$ cat src/rbsm_pkg.sv
package rbsm_pkg;

   // default geometry of the modulator
   localparam int SPS_DEFAULT        = 16;
   localparam int FILTER_LEN_DEFAULT = 128;
   localparam int RING_LEN_DEFAULT   = 144;

   // fixed field widths
   localparam int COEF_W  = 16;
   localparam int ACC_W   = 20;
   localparam int INDEX_W = 7;

   // item kinds carried on req_tuser
   localparam logic OP_TICK = 1'b0;
   localparam logic OP_COEF = 1'b1;

   // ring access strobes from the sequencer
   typedef struct packed {
      logic rd_en;
      logic wr_en;
   } ring_ctl_type;

endpackage

$ cat src/rbsm_accum_ring.sv
module rbsm_accum_ring #(
   parameter int RING_LEN = rbsm_pkg::RING_LEN_DEFAULT
) (
   input  logic                              clock,
   input  rbsm_pkg::ring_ctl_type            ctl,
   input  logic [$clog2(RING_LEN)-1:0]       rd_addr,
   input  logic [$clog2(RING_LEN)-1:0]       wr_addr,
   input  logic signed [rbsm_pkg::ACC_W-1:0] wr_data,
   output logic signed [rbsm_pkg::ACC_W-1:0] rd_data
);

   logic signed [rbsm_pkg::ACC_W-1:0] mem [RING_LEN];
   logic signed [rbsm_pkg::ACC_W-1:0] rd_data_ff;

   // accumulation ring, read data held until the next read
   always_ff @(posedge clock) begin
      if (ctl.wr_en) begin
         mem[wr_addr] <= wr_data;
      end
      if (ctl.rd_en) begin
         rd_data_ff <= mem[rd_addr];
      end
   end

   assign rd_data = rd_data_ff;

endmodule

$ cat config.mk
export PLATFORM = sky130hd
export DESIGN_NAME = rbsm_accum_ring
export DESIGN_NICKNAME = d
export VERILOG_FILES = /design/src/rbsm_pkg.sv /design/src/rbsm_accum_ring.sv
export SDC_FILE = /design/constraint.sdc
export NUM_CORES = 2
export LEC_CHECK = 0
export BUFFER_PORTS_ARGS = -buffer_cell sky130_fd_sc_hd__buf_2
export CAP_MARGIN = 40
export CORE_MARGIN = 5
export CORE_UTILIZATION = 40
export DETAILED_ROUTE_END_ITERATION = 8
export MAX_ROUTING_LAYER = met4
export PLACE_DENSITY = 0.59
export SLEW_MARGIN = 20
export SYNTH_ARGS = -nofsm -noshare
export SYNTH_HDL_FRONTEND = slang
export SYNTH_SLANG_ARGS = --single-unit
$ cat constraint.sdc
create_clock -name clock -period 2.35 [get_ports clock]
set_input_delay 0 -clock clock [delete_from_list [all_inputs] [get_ports clock]]
set_output_delay 0 -clock clock [all_outputs]
set_load 0.02 [all_outputs]
==> metrics.md <==
| Metric | Value |
|---|---|
| Drt total wl | `310 mm` |
| Clock root buffer | `clkbuf_16` |
| Worst endpoint data arrival time | `2920 ps` |
| Initial DRT Pass Iterations | `5` |
| Fmax achieved | `0.425 GHz` |
| Die X | `539 um` |
| Final setup fails | `1` |
| MaxCap Viol Count | `0` |
| Final Cell Area | `134000 sq um` |
| Largest net degree at the start of global routing | `124` |
| Routed Antenna Nets | `0` |
| Post-synth ARST share | `0%` |
| Total core area | `279000 sq um` |
| Leak Pwr | `0.0429 uW` |
| Post-synth EDFFs | `2900` |
| Commonest register cell after synthesis | `edfxtp_1` |
| Status | `finished, violations left` |
| Period utilization | `100%` |
| Synth Warn # | `0` |
| Power per cell area | `824 nW/um^2` |
| Slew Viols, Final | `0` |
| Nets@finish | `5943` |
| Syn avg cell area | `22.4 sq um` |
| Routed wire per std cell | `31.4 um` |
| H-Tree Level Count | `5` |
| Final Hold Vio Count | `0` |
| DRC violations left | `0` |
| Worst Path Required | `2920 ps` |
| Syn_nets | `5019` |
| Commonest cells post-synth | `edfxtp_1 (2900), mux4_2 (668), mux2i_1 (201)` |
| Initial Util | `40.1%` |
| Setup Crit Path Kind | `register to register` |
| Vias in the first global route | `56800` |
| Cells after Synth | `4980` |
| IO Port Bufs | `58` |
| Min Tclk post-route | `2350 ps` |
| Cell variety after synth | `51` |
| Top post-synthesis cells by area | `edfxtp_1 (78%), mux4_2 (13%), mux2i_1 (1.8%)` |
| Post-synth top area share | `77.9%` |
| Final worst slack | `-0.929 ps` |
| Synthesized cell area | `112000 sq um` |
| Worst clock skew | `50.0 ps` |
| Core Rows | `194` |
| Crit end category | `register` |
| Top-count cell post-synth | `edfxtp_1` |
| Synth area leader | `edfxtp_1` |
| # clock sinks | `2900` |
| First-pass GRT wire length | `438 mm` |
| Area grow syn2layout | `19.6%` |
| Clock-pin slew on the worst setup and hold paths | `60 ps` |
| Final HPWL from detailed placement | `198 mm` |
| Measured slew at the worst slew-check pin | `1010 ps` |
| Max FO, Critical Path | `1` |
| Clk buf depth | `4` |
| Register area share after synthesis | `77.9%` |
| Worst IR drop on VDD | `0.631 mV` |
| Worst-Skew Late Latency | `860 ps` |
| Hold Path Class | `input port to register` |
| Gp weighted congestion | `0.865` |
| # IOs | `59` |
| Die area | `290000 sq um` |
| Total power | `110000 uW` |
| Area post-placement | `123000 sq um` |
| Seq cells post-synth | `2900` |
| GRT Resource Usage Total | `21.7%` |
| Post-CTS setup buffer count | `0` |
| CTS Buf Count | `305` |
| # fillers | `22800` |
| Proportion of layout cells with a drive suffix above 1 | `35.2%` |
| Die span in y | `539 um` |
| Worst setup SP type | `register` |
| Failing checks | `setup timing` |
| 1st-iter DRT viols | `6444` |
| Initial antenna violation count | `21` |
| Grt ovf | `0` |
| Via density | `5.70` |
| CTS tree | `yes` |
| Via count | `56200` |
| Pre-CTS setup slack | `-768 ps` |
| Max transition margin | `32.9%` |
-- layout by cell type (no fill, tap or decap), drive strengths merged, types with 57 or more instances in the layout --
master / instances
buf: 870
mux2i: 201
clkbuf: 384
o21ai: 58
mux4: 685
o22ai: 91
a21oi: 66
clkinv: 112
nand2: 57
nor2: 185
edfxtp: 2900
-- sequential cells by signal, indices dropped and copies added, names as in the netlist --
signal and count:
mem 2880, rd_data 20
-- per-layer routing --
layer / global-route usage [%] / part of all wire (%)
met1: 28.6 / 40
met2: 34.9 / 50
met3: 3.26 / 6.7
met4: 6.92 / 3.7
met5: - / 0
-- cell families (layout without fill, tap and decap cells) --
| kind of cell | count (synthesis) | after routing | synth area share [%] |
|---|---|---|---|
| AO/OA/AOI/OAI | 441 | 441 | 2.70 |
| buffers and inverters | 307 | 1459 | 1.72 |
| flip-flops | 2900 | 2900 | 77.9 |
| multiplexers | 904 | 904 | 15.8 |
| other | 0 | 19 | 0 |
| AND/OR/NAND/NOR | 428 | 428 | 1.79 |
-- timing repair --
action	4_1_cts	5_1_grt
endpoints found under the hold margin	2787	0
hold buffers	31	0
pin swaps	2	11
setup endpoints to repair	10	54
gates resized for setup	37	34
-- worst paths after layout --
path                                            start                    to  slack (ps)  depth (start not counted)
worst max-delay path              mem[1][1]$_DFFE_PP_  rd_data[1]$_DFFE_PP_        -0.9                          6
worst min-delay path                       wr_addr[1]  mem[67][9]$_DFFE_PP_          70                          5
worst max register to register    mem[1][1]$_DFFE_PP_  rd_data[1]$_DFFE_PP_        -0.9                          6
worst min register to register  mem[139][2]$_DFFE_PP_  rd_data[2]$_DFFE_PP_         980                          4
-- metrics by stage --
stage / setup TNS, ps / hold WS (ps) / utilization (%) / cells
3_5_place_dp: -8300 / 391 / 44.3 / 9293
6_report: -0.929 / 69.6 / 48.0 / 9875
3_3_place_gp: -8280 / 450 / 44.3 / 9287
2_1_floorplan: 0 / 98.9 / - / 4980
5_1_grt: -8.36 / 34.3 / 48.0 / 9868
4_1_cts: 0 / 3.69 / 47.9 / 9859
-- area by class of cell --
class                   count  area (sq um)  share of cell area [%]
diodes                     19          47.5                  0.0356
clock buffers             383          8050                    6.02
clock inverters           152          1490                    1.12
inverters                  22          82.6                  0.0618
multi-input cells        1773         23400                    17.5
flip-flops and latches   2900         87100                    65.2
well taps                3724          4660                    3.49
repair buffers            902          8840                    6.62
-- critical path: stages, from the launching register on --
cell and delay [ps]:
edfxtp_1 350, mux4_1 520, o22ai_1 180, buf_4 150
a211oi_1 110, o2111ai_1 590, nand3_1 170
-- power breakdown --
part / internal (uW) / switching, uW / total (uW) / leakage, uW
clock network: 26900 / 19700 / 46600 / 0.00465
registers: 57100 / 102 / 57200 / 0.0261
logic: 2600 / 3800 / 6400 / 0.0122
Note: power is estimated with default switching activity, not from simulation.
