==> src/rbsm_pkg.sv <==
package rbsm_pkg;

   // default geometry of the modulator
   localparam int SPS_DEFAULT        = 16;
   localparam int FILTER_LEN_DEFAULT = 128;
   localparam int RING_LEN_DEFAULT   = 144;

   // fixed field widths
   localparam int COEF_W  = 16;
   localparam int ACC_W   = 20;
   localparam int INDEX_W = 7;

   // item kinds carried on req_tuser
   localparam logic OP_TICK = 1'b0;
   localparam logic OP_COEF = 1'b1;

   // ring access strobes from the sequencer
   typedef struct packed {
      logic rd_en;
      logic wr_en;
   } ring_ctl_type;

endpackage

==> src/rbsm_seq.sv <==
module rbsm_seq #(
   parameter int SAMPLES_PER_SYMBOL = rbsm_pkg::SPS_DEFAULT,
   parameter int FILTER_LEN         = rbsm_pkg::FILTER_LEN_DEFAULT,
   parameter int RING_LEN           = rbsm_pkg::RING_LEN_DEFAULT
) (
   input  logic                              clock,
   input  logic                              reset,
   input  logic                              tick_start,
   input  logic                              data_bit,
   input  logic                              out_free,
   input  logic signed [rbsm_pkg::ACC_W-1:0] ring_rd_data,
   input  logic signed [rbsm_pkg::COEF_W-1:0] wave_rd_data,
   output logic                              idle,
   output rbsm_pkg::ring_ctl_type            ring_ctl,
   output logic [$clog2(RING_LEN)-1:0]       ring_rd_addr,
   output logic [$clog2(RING_LEN)-1:0]       ring_wr_addr,
   output logic signed [rbsm_pkg::ACC_W-1:0] ring_wr_data,
   output logic                              wave_rd_en,
   output logic [$clog2(FILTER_LEN)-1:0]     wave_rd_addr,
   output logic                              out_load,
   output logic signed [rbsm_pkg::ACC_W-1:0] out_sample,
   output logic                              out_taken
);

   localparam int RAW     = $clog2(RING_LEN);
   localparam int FAW     = $clog2(FILTER_LEN);
   localparam int JW      = $clog2(FILTER_LEN + 1);
   localparam int TW      = $clog2(SAMPLES_PER_SYMBOL + 1);
   localparam int SPS_MOD = SAMPLES_PER_SYMBOL % RING_LEN;
   localparam logic [RAW-1:0] RING_LAST = RAW'(RING_LEN - 1);

   typedef enum logic [4:0] {
      ST_CLEAR = 5'b00001,
      ST_IDLE  = 5'b00010,
      ST_ADD   = 5'b00100,
      ST_SREAD = 5'b01000,
      ST_SOUT  = 5'b10000
   } seq_state_type;

   seq_state_type  state_ff, state_in;
   logic [RAW-1:0] idx_ff, idx_in;
   logic [RAW-1:0] wp_ff, wp_in;
   logic [RAW-1:0] rp_ff, rp_in;
   logic [JW-1:0]  j_ff, j_in;
   logic           p_ff, p_in;
   logic [RAW-1:0] p_addr_ff, p_addr_in;
   logic [TW-1:0]  tick_ff, tick_in;
   logic           diff_ff, diff_in;
   logic           taken_ff, taken_in;

   logic                              issue;
   logic [RAW:0]                      wp_sum;
   logic [RAW-1:0]                    wp_next;
   logic [RAW-1:0]                    idx_step;
   logic [RAW-1:0]                    rp_step;
   logic signed [rbsm_pkg::ACC_W-1:0] coef_ext;
   logic signed [rbsm_pkg::ACC_W-1:0] addend;

   // ring position arithmetic
   assign idx_step = (idx_ff == RING_LAST) ? '0 : idx_ff + RAW'(1);
   assign rp_step  = (rp_ff == RING_LAST) ? '0 : rp_ff + RAW'(1);
   assign wp_sum   = {1'b0, wp_ff} + (RAW + 1)'(SPS_MOD);
   assign wp_next  = (wp_sum >= (RAW + 1)'(RING_LEN)) ?
                     RAW'(wp_sum - (RAW + 1)'(RING_LEN)) : RAW'(wp_sum);

   // shaped coefficient, negated for output bit zero
   assign issue    = (j_ff != JW'(FILTER_LEN));
   assign coef_ext = rbsm_pkg::ACC_W'(wave_rd_data);
   assign addend   = diff_ff ? coef_ext : -coef_ext;

   // sequencer
   always_comb begin
      state_in     = state_ff;
      idx_in       = idx_ff;
      wp_in        = wp_ff;
      rp_in        = rp_ff;
      j_in         = j_ff;
      p_in         = 1'b0;
      p_addr_in    = p_addr_ff;
      tick_in      = tick_ff;
      diff_in      = diff_ff;
      taken_in     = taken_ff;
      ring_ctl     = '0;
      ring_rd_addr = idx_ff;
      ring_wr_addr = p_addr_ff;
      ring_wr_data = ring_rd_data + addend;
      wave_rd_en   = 1'b0;
      wave_rd_addr = j_ff[FAW-1:0];
      out_load     = 1'b0;
      case (state_ff)
         ST_CLEAR: begin
            ring_ctl.wr_en = 1'b1;
            ring_wr_addr   = idx_ff;
            ring_wr_data   = '0;
            if (idx_ff == RING_LAST) begin
               idx_in   = '0;
               state_in = ST_IDLE;
            end else begin
               idx_in = idx_step;
            end
         end
         ST_IDLE: begin
            if (tick_start) begin
               if (tick_ff >= TW'(SAMPLES_PER_SYMBOL)) begin
                  diff_in  = diff_ff ^ data_bit;
                  taken_in = 1'b1;
                  tick_in  = TW'(1);
                  idx_in   = wp_ff;
                  j_in     = '0;
                  state_in = ST_ADD;
               end else begin
                  tick_in  = tick_ff + TW'(1);
                  taken_in = 1'b0;
                  state_in = ST_SREAD;
               end
            end
         end
         ST_ADD: begin
            // read stage for the next tap
            if (issue) begin
               ring_ctl.rd_en = 1'b1;
               wave_rd_en     = 1'b1;
               j_in           = j_ff + JW'(1);
               idx_in         = idx_step;
               p_in           = 1'b1;
               p_addr_in      = idx_ff;
            end
            // write back stage for the previous tap
            if (p_ff) begin
               ring_ctl.wr_en = 1'b1;
            end
            if (!issue && !p_ff) begin
               wp_in    = wp_next;
               state_in = ST_SREAD;
            end
         end
         ST_SREAD: begin
            ring_ctl.rd_en = 1'b1;
            ring_rd_addr   = rp_ff;
            state_in       = ST_SOUT;
         end
         ST_SOUT: begin
            if (out_free) begin
               out_load       = 1'b1;
               ring_ctl.wr_en = 1'b1;
               ring_wr_addr   = rp_ff;
               ring_wr_data   = '0;
               rp_in          = rp_step;
               state_in       = ST_IDLE;
            end
         end
         default: begin
            state_in = ST_IDLE;
         end
      endcase
   end

   // control state
   always_ff @(posedge clock) begin
      if (reset) begin
         state_ff <= ST_CLEAR;
         idx_ff   <= '0;
         wp_ff    <= '0;
         rp_ff    <= '0;
         j_ff     <= '0;
         p_ff     <= 1'b0;
         tick_ff  <= TW'(SAMPLES_PER_SYMBOL);
         diff_ff  <= 1'b0;
         taken_ff <= 1'b0;
      end else begin
         state_ff <= state_in;
         idx_ff   <= idx_in;
         wp_ff    <= wp_in;
         rp_ff    <= rp_in;
         j_ff     <= j_in;
         p_ff     <= p_in;
         tick_ff  <= tick_in;
         diff_ff  <= diff_in;
         taken_ff <= taken_in;
      end
   end

   // write back address of the tap in flight
   always_ff @(posedge clock) begin
      p_addr_ff <= p_addr_in;
   end

   assign idle       = (state_ff == ST_IDLE);
   assign out_sample = ring_rd_data;
   assign out_taken  = taken_ff;

endmodule

==> config.mk <==
export PLATFORM = sky130hd
export DESIGN_NAME = rbsm_seq
export DESIGN_NICKNAME = d
export VERILOG_FILES = /design/src/rbsm_pkg.sv /design/src/rbsm_seq.sv
export SDC_FILE = /design/constraint.sdc
export NUM_CORES = 1
export LEC_CHECK = 0
export BUFFER_PORTS_ARGS = -buffer_cell sky130_fd_sc_hd__buf_2
export CAP_MARGIN = 30
export CORE_MARGIN = 2
export CORE_UTILIZATION = 49
export DETAILED_ROUTE_END_ITERATION = 8
export GPL_TIMING_DRIVEN = 0
export PLACE_DENSITY = 0.78
export SYNTH_ARGS = -nofsm -noshare
export SYNTH_HDL_FRONTEND = slang
export SYNTH_SLANG_ARGS = --single-unit
==> constraint.sdc <==
create_clock -name clock -period 4.3 [get_ports clock]
set_clock_uncertainty 0.05 [all_clocks]
set_input_delay 0.645 -clock clock [delete_from_list [all_inputs] [get_ports clock]]
set_output_delay 0.645 -clock clock [all_outputs]
set_load 0.005 [all_outputs]
==> results by group, run 1 <==
Logic synthesis
  • Area contributors post-synth: dfxtp_1 20%, ha_1 8.6%, nor2_1 5.9%
  • Count of cell types in the netlist: 62
  • Area share of the largest cell type after synthesis: 0.195
  • Post-synthesis simple-gate area fraction: 0.263
  • Post-synthesis xor/xnor area fraction: 0.0813
  • Post-Synth Adder-Cell Area: 0.0912
  • Seq/Total Area, Yosys: 0.253
  • Synthesized cell area: 0.00420 sq mm
  • Compound-Gate Fraction of Synth Area: 0.184
  • Syn Area/Cell: 7.78 sq um
  • Mapped Cells: 540
  • Ys Warns: 0
  • Post-synth EDFFs: 8
  • Synth Flop Type: dfxtp_1
  • Largest family of logic cells by synthesized area: simple AND/OR/NAND/NOR gates
  • Most numerous cell in the Yosys netlist: nor2_1
  • Commonest cells in the netlist: 66 x nor2_1, 41 x dfxtp_1, 41 x nand2_1
  • Seq cells post-synth: 49
  • Ys async rst share: 0
  • Cell taking the most area after synthesis: dfxtp_1
  • Syn nets: 611
  • Mux cell area share after synthesis: 0.0361

Worst setup path
  • Flop2flop setup slack: 1.94 ns
  • CP arrival: 3.58 ns
  • Launching point of the worst reg2reg path: state_ff[2]$_SDFFE_PP0P_
  • Crit-path slowest cell: or3_4
  • Critical path required time: 3.61 ns
  • Reg2Reg Depth: 8
  • Setup CP Type: in -> out
  • CP Launch Type: input pin
  • Slowest Stage Delay on Critical Path: 0.41 ns
  • Critical path fanouts, max: 5
  • CP Capture Type: output port
  • Worst path most repeated cell: buf_2
  • Crit path max-delay family: simple AND/OR/NAND/NOR gates
  • RR Endpoint: j_ff[6]$_SDFFE_PP0P_
  • Cell Chain, Critical Path: buf_2, nor3_2, a21oi_1, xor2_1, ha_1, and3_1, a221oi_4, a2111oi_4, or3_4, a221o_1, mux2i_1, buf_2
  • Crit path buf inv count: 2

Timing
  • Final max-slew violation count: 0
  • Fmax: 234 MHz
  • Hold_ws: 0.464 ns
  • Fin crit period: 4.27 ns
  • Final worst path period share: 0.993
  • RSZ-0062 raised after global routing: yes
  • Slew of the pin with the lowest slew margin: 0.611 ns
  • Fin. Hold Viols: 0
  • Slew headroom: 0.589
  • # setup viols final: 0
  • Setup TNS: 0 ns

GRT
  • Gr ovfl total: 0
  • Initial antenna violation count: 0
  • Vias in the first global route: 3849
  • GRT Total Usage: 0.241
  • Largest net degree at the start of global routing: 15
  • First-pass GRT wire length: 17800 um

Run status
  • Run status: completed

Place
  • Placed Area: 0.00488 sq mm
  • Hpwl dp: 8780 um
  • Gpl congestion: 0.958
  • Port Buffer Count: 109

Drt
  • DRC violations left: 0
  • Met3 wire len: 797 um
  • Top Layer Used: met4
  • Met2 WL: 6040 um
  • Via count: 4477
  • M1 WL: 5080 um
  • Drt pass-1 iters: 6
  • Antenna-violating nets left: 0
  • Routed vias/inst: 5.78
  • Final WL: 12100 um
  • Starting DRT DRC Count: 377
  • Post-DR wirelength/cell: 15.6 um

Min path
  • Hold Crit Endpoint: out_taken$_SDFFE_PP0P_
  • Hold Path Stages: 2
  • Hold wc startpoint: out_taken$_SDFFE_PP0P_
  • Hold WC Path Type: reg -> reg

Clocking
  • Cts hold-fix bufs: 0
  • CTS tree: done
  • Clk_lat worst skew: 0.31 ns
  • CTS Buf Count: 5
  • Clock Pin Slew Worst Setup and Hold Paths: 0.09 ns
  • Sink Count: 49
  • Clock Tree Root: clkbuf_8
  • H-tree depth: 2
  • Longest Clk Path Bufs: 2

Floorplanning
  • Die area: 0.00933 sq mm
  • Io pins: 110
  • Site Rows: 33
  • Die X: 96.6 um
  • Core area: 0.00826 sq mm
  • Initial core utilization: 0.508
  • Die height: 96.6 um

Job
  • Max-Cap Viols: 0

Final layout
  • Layout area overhead: 26.7%
  • FILL cells: 698
  • Design area: 0.00532 sq mm
  • Seq. cell area: 0.00106 sq mm
  • Multi-input logic area: 0.00295 sq mm
  • Layout cells sized above 1: 0.307
  • Layout Nets: 740
  • Ant diodes: 0

Power and ir drop
  • Pwr dens: 198 mW/mm^2
  • Pleak: 0.00243 uW
  • Peak supply drop: 0.118 mV
## how the worst max path moves through the flow
stage	start	endpoint	slack [ns]	cells past startpoint
2_1_floorplan	wave_rd_data[5]	ring_wr_data[19]	0.10	12
3_3_place_gp	wave_rd_data[5]	ring_wr_data[19]	-0.55	14
3_5_place_dp	wave_rd_data[5]	ring_wr_data[19]	-0.56	14
4_1_cts	wave_rd_data[4]	ring_wr_data[19]	-0.06	15
5_1_grt	wave_rd_data[2]	ring_wr_data[16]	-0.08	12
6_report	wave_rd_data[2]	ring_wr_data[16]	0.03	12
## worst register-to-register path: cells and delay by family, from the launching register on
family | cells | cell delay (ns)
flops | 1 | 0.31
buf+inv | 3 | 1.08
simple gates | 4 | 0.66
xor+xnor | 1 | 0.16
## kinds of logic (layout without fill, tap and decap cells)
logic type      after synthesis  count (layout)
compound gates              116             116
xor+xnor                     39              39
simple gates                217             217
buf+inv                      75             205
flops                        49              49
mux                          14              14
fa+ha+maj                    30              30
## placed cells by master, fill, tap and decap left out, drive strengths merged, types with 4 or more instances in the layout
cell type  synthesis  final
inv               28     28
o21a               4      4
a21oi             39     39
xnor2             11     11
or3                8      8
mux2               9      9
nand4             10     10
xor2              28     28
mux2i              5      5
nor2              66     66
o21ai             19     19
nand2b             7      7
a21o              12     12
nand3             14     14
a211oi             5      5
nand2             41     41
ha                29     29
buf               29    154
nor3              21     21
edfxtp             8      8
a222oi             8      8
dfxtp             41     41
and4               4      4
nand3b             4      4
nor3b              5      5
a31oi              8      8
and3              12     12
nor4               8      8
and2               7      7
clkbuf            17     22
## per-stage QoR
| step | worst slack, ns | util | total power (uW) | std cells |
|---|---|---|---|---|
| after floorplan | 0.101 | - | 648 | 540 |
| after global placement | -0.548 | 0.590 | 719 | 754 |
| after detailed placement | -0.557 | 0.590 | 726 | 754 |
| after CTS | -0.0625 | 0.619 | 1020 | 768 |
| after global routing | -0.0836 | 0.644 | 1100 | 775 |
| final | 0.0292 | 0.644 | 1050 | 775 |
## routing by layer
metal  GRT usage  up-vias
li1            -     2179
met2       0.422      165
met5           0        -
met1       0.314     2109
met3      0.0303       24
met4      0.0646        0
## report_power, final
part           leakage (uW)  internal [uW]  switching, uW
Clock             0.0000455            131            149
Combinational       0.00198            146            155
Sequential         0.000404            467           4.04
## registers in the layout (all words and copies together), names as in the netlist
name / cells
rp_ff: 8
p_ff: 1
idx_ff: 8
j_ff: 8
out_taken: 1
tick_ff: 5
p_addr_ff: 8
state_ff: 5
wp_ff: 4
diff_ff: 1
## layout make-up
class | instances | share of cell area
multi-input cells | 416 | 0.555
inverters | 29 | 0.0214
plain buffers | 43 | 0.0501
repair buffers | 125 | 0.132
clock buffers | 8 | 0.0169
flip-flops and latches | 49 | 0.200
well taps | 105 | 0.0247
## timing repair
action | CTS | global route
gates cloned | 0 | 0
endpoints found under the hold margin | 0 | 0
endpoints found under the setup margin | 8 | 6
setup buffers | 8 | 8
pin swaps | 13 | 28
resized for setup | 18 | 39
Note: power is estimated with default switching activity, not from simulation.
==> run 2: changes to the inputs <==
--- a/config.mk
+++ b/config.mk
@@ -11,7 +11,7 @@
 export CORE_UTILIZATION = 49
 export DETAILED_ROUTE_END_ITERATION = 8
 export GPL_TIMING_DRIVEN = 0
-export PLACE_DENSITY = 0.78
+export PLACE_DENSITY = 0.89
 export SYNTH_ARGS = -nofsm -noshare
 export SYNTH_HDL_FRONTEND = slang
 export SYNTH_SLANG_ARGS = --single-unit
==> results by group, run 2 (same netlist as run 1, synthesis figures left out) <==
Drt
  • Final WL: 12700 um (+5.1%)
  • Drt pass-1 iters: 7 (+1)
  • Via count: 4652 (+3.9%)
  • Starting DRT DRC Count: 404 (+7.2%)
  • DRC violations left: 0 (unchanged)
  • Routed vias/inst: 5.99 (+3.8%)
  • Post-DR wirelength/cell: 16.4 um (+4.9%)
  • Antenna-violating nets left: 0 (unchanged)

Power and ir drop
  • Pleak: 0.00243 uW (about the same)
  • Switching pwr: 323 uW (+4.6%)
  • Comb pwr share: 0.294 (+0.008)
  • Switching share of power: 0.307 (+0.0138)
  • Seq pwr share: 0.447 (about the same)
  • Peak supply drop: 0.133 mV (+12%)
  • P_int: 729 uW (-2.1%)
  • Pwr dens: 197 mW/mm^2 (-0.44%)
  • Clock share of power: 0.258 (-0.009)

Worst setup path
  • Flop2flop setup slack: 1.92 ns (-0.02 ns)
  • Critical path required time: 3.61 ns (about the same)
  • Levels on crit path: 15 (+3)
  • Critical path fanouts, max: 7 (+2)
  • Crit path max-delay family: simple AND/OR/NAND/NOR gates
  • Crit path buf inv count: 3 (+1)
  • CP endpoint: ring_wr_data[17]
  • CP Capture Type: output port
  • Critical Path Source: wave_rd_data[3]
  • Reg2Reg Depth: 9 (+1)
  • RR Endpoint: j_ff[6]$_SDFFE_PP0P_
  • Cell Chain, Critical Path: buf_2, nor4_4, nand3b_1, nor4_4, nor2_1, xnor2_1, ha_4, a21oi_4, o221ai_2, buf_4, a21o_1, a21o_1, or3_1, a21oi_2, buf_2
  • Slowest Stage Delay on Critical Path: 0.40 ns (about the same)
  • Crit-path slowest cell: or3_1
  • CP Launch Type: input pin
  • Setup CP Type: in -> out
  • CP arrival: 3.68 ns (+0.10 ns)
  • Launching point of the worst reg2reg path: state_ff[1]$_SDFFE_PP0P_

GRT
  • Largest net degree at the start of global routing: 17 (+2)
  • Initial antenna violation count: 1 (+1)
  • Gr ovfl total: 0 (unchanged)
  • GRT Total Usage: 0.241 (about the same)
  • Vias in the first global route: 4005 (+4.1%)
  • First-pass GRT wire length: 17900 um (+0.82%)

Timing
  • # setup viols final: 2 (+2)
  • Final worst path period share: 1.02 (+0.0250)
  • Final max-slew violation count: 0 (unchanged)
  • Fin. Hold Viols: 0 (unchanged)
  • Fin crit period: 4.38 ns (+0.108 ns)
  • Fmax: 228 MHz (-2.5%)
  • PnR worst setup slack: -0.0785 ns (-0.108 ns)
  • RSZ-0062 raised after global routing: yes
  • Slew headroom: 0.549 (-0.0397)
  • Slew of the pin with the lowest slew margin: 0.670 ns (+0.0590 ns)

Floorplanning
  • Die X: 96.6 um (unchanged)
  • Io pins: 110 (unchanged)
  • Die height: 96.6 um (unchanged)
  • Initial core utilization: 0.508 (unchanged)
  • Core area: 0.00826 sq mm (unchanged)
  • Site Rows: 33 (unchanged)
  • Die area: 0.00933 sq mm (unchanged)

Place
  • Gpl congestion: 0.888 (-7.4%)
  • Inst Count DP: 754 (unchanged)
  • Port Buffer Count: 109 (unchanged)
  • Worst slack at placement: -0.656 ns (-0.0994 ns)
  • Hpwl dp: 8670 um (-1.3%)

Clocking
  • CTS tree: done
  • CTS Buf Count: 5 (unchanged)
  • H-tree depth: 2 (unchanged)
  • Sink Count: 49 (unchanged)
  • Clock Tree Root: clkbuf_8
  • Clk_lat worst skew: 0.31 ns (about the same)
  • Longest Clk Path Bufs: 2 (unchanged)
  • Clock Pin Slew Worst Setup and Hold Paths: 0.09 ns (about the same)

Final layout
  • Multi-input logic area: 0.00297 sq mm (+0.42%)
  • Post-Layout Cell Count: 776 (+0.13%)
  • Most frequent cells in the layout: 106 x buf_2, 65 x nor2_1, 44 x buf_4
  • Most common cell after layout, fill and taps aside: buf_2
  • Layout Nets: 741 (+0.14%)
  • Ant diodes: 0 (unchanged)
  • Seq. cell area: 0.00106 sq mm (unchanged)
  • Layout area overhead: 27.1%
  • Layout cells sized above 1: 0.314 (+0.00699)
  • FILL cells: 637 (-8.7%)

Job
  • Max-Cap Viols: 0 (unchanged)

Min path
  • Hold WC Path Type: reg -> reg

Run status
  • Run status: finished, violations left
  • Failing checks: negative setup slack
[run 2: changes by cell type in the layout (fill, tap and decap cells not counted), moves of 2 or more]
cell | previous run | this run
a21boi_0 | 0 | 2
a21boi_1 | 2 | 0
clkbuf_1 | 15 | 13
ha_1 | 24 | 22
ha_2 | 0 | 2
[run 2: worst min-delay path by stage]
stage	from	endpoint	depth (start not counted)
2_1_floorplan	idx_ff[1]$_SDFFE_PP0P_	idx_ff[1]$_SDFFE_PP0P_	2
3_3_place_gp	out_taken$_SDFFE_PP0P_	out_taken$_SDFFE_PP0P_	2
3_5_place_dp	out_taken$_SDFFE_PP0P_	out_taken$_SDFFE_PP0P_	2
4_1_cts	out_taken$_SDFFE_PP0P_	out_taken$_SDFFE_PP0P_	2
5_1_grt	out_taken$_SDFFE_PP0P_	out_taken$_SDFFE_PP0P_	2
6_report	out_taken$_SDFFE_PP0P_	out_taken$_SDFFE_PP0P_	2
[run 2: final cells by class]
class,count,area share
plain buffers,43,0.0504
clock buffers,5,0.0129
clock inverters,3,0.00398
inverters,29,0.0213
multi-input cells,416,0.556
flip-flops and latches,49,0.199
well taps,105,0.0246
repair buffers,126,0.132
[run 2: power groups by stage]
| stage | clock network, uW | logic, uW | registers [uW] |
|---|---|---|---|
| detailed placement | 0 | 240 | 481 |
| finish | 272 | 309 | 471 |
| CTS | 278 | 259 | 470 |
| global route | 294 | 334 | 471 |
| floorplan | 0 | 168 | 480 |
| global placement | 0 | 233 | 481 |
[run 2: timing repair]
| item | 4_1_cts | 5_1_grt |
|---|---|---|
| pin swaps | 18 | 20 |
| setup buffers | 8 | 9 |
| gates resized for setup | 19 | 36 |
| endpoints found under the setup margin | 8 | 8 |
| hold buffers | 0 | 0 |
[run 2: per-layer routing]
metal,vias up,global-route usage,wire (um)
li1,2178,-,-
met1,2144,0.300,5070
met2,269,0.421,6070
met3,61,0.0365,1110
met4,0,0.0927,484
met5,-,0,0
[run 2: metrics by stage]
| stage | TNS [ns] | utilization | power [uW] | hold WS [ns] | area [sq um] |
|---|---|---|---|---|---|
| after global routing | -0.555 | 0.646 | 1100 | 0.475 | 5340 |
| final | -0.0852 | 0.646 | 1050 | 0.445 | 5340 |
| after global placement | -2.04 | 0.590 | 714 | 0.422 | 4880 |
| after detailed placement | -2.70 | 0.590 | 721 | 0.430 | 4880 |
| after CTS | -0.124 | 0.619 | 1010 | 0.456 | 5110 |
| after floorplan | 0 | - | 648 | 0.425 | 4200 |
[run 2: worst register-to-register path, cell delays in order (launching register included)]
cell and delay, ns:
dfxtp_1 0.30, clkbuf_1 0.19, nor2_1 0.18, and3_1 0.17, clkbuf_1 0.34, nand2_1 0.22, inv_1 0.42, nand3_1 0.16
xor2_1 0.18, nor2_1 0.05
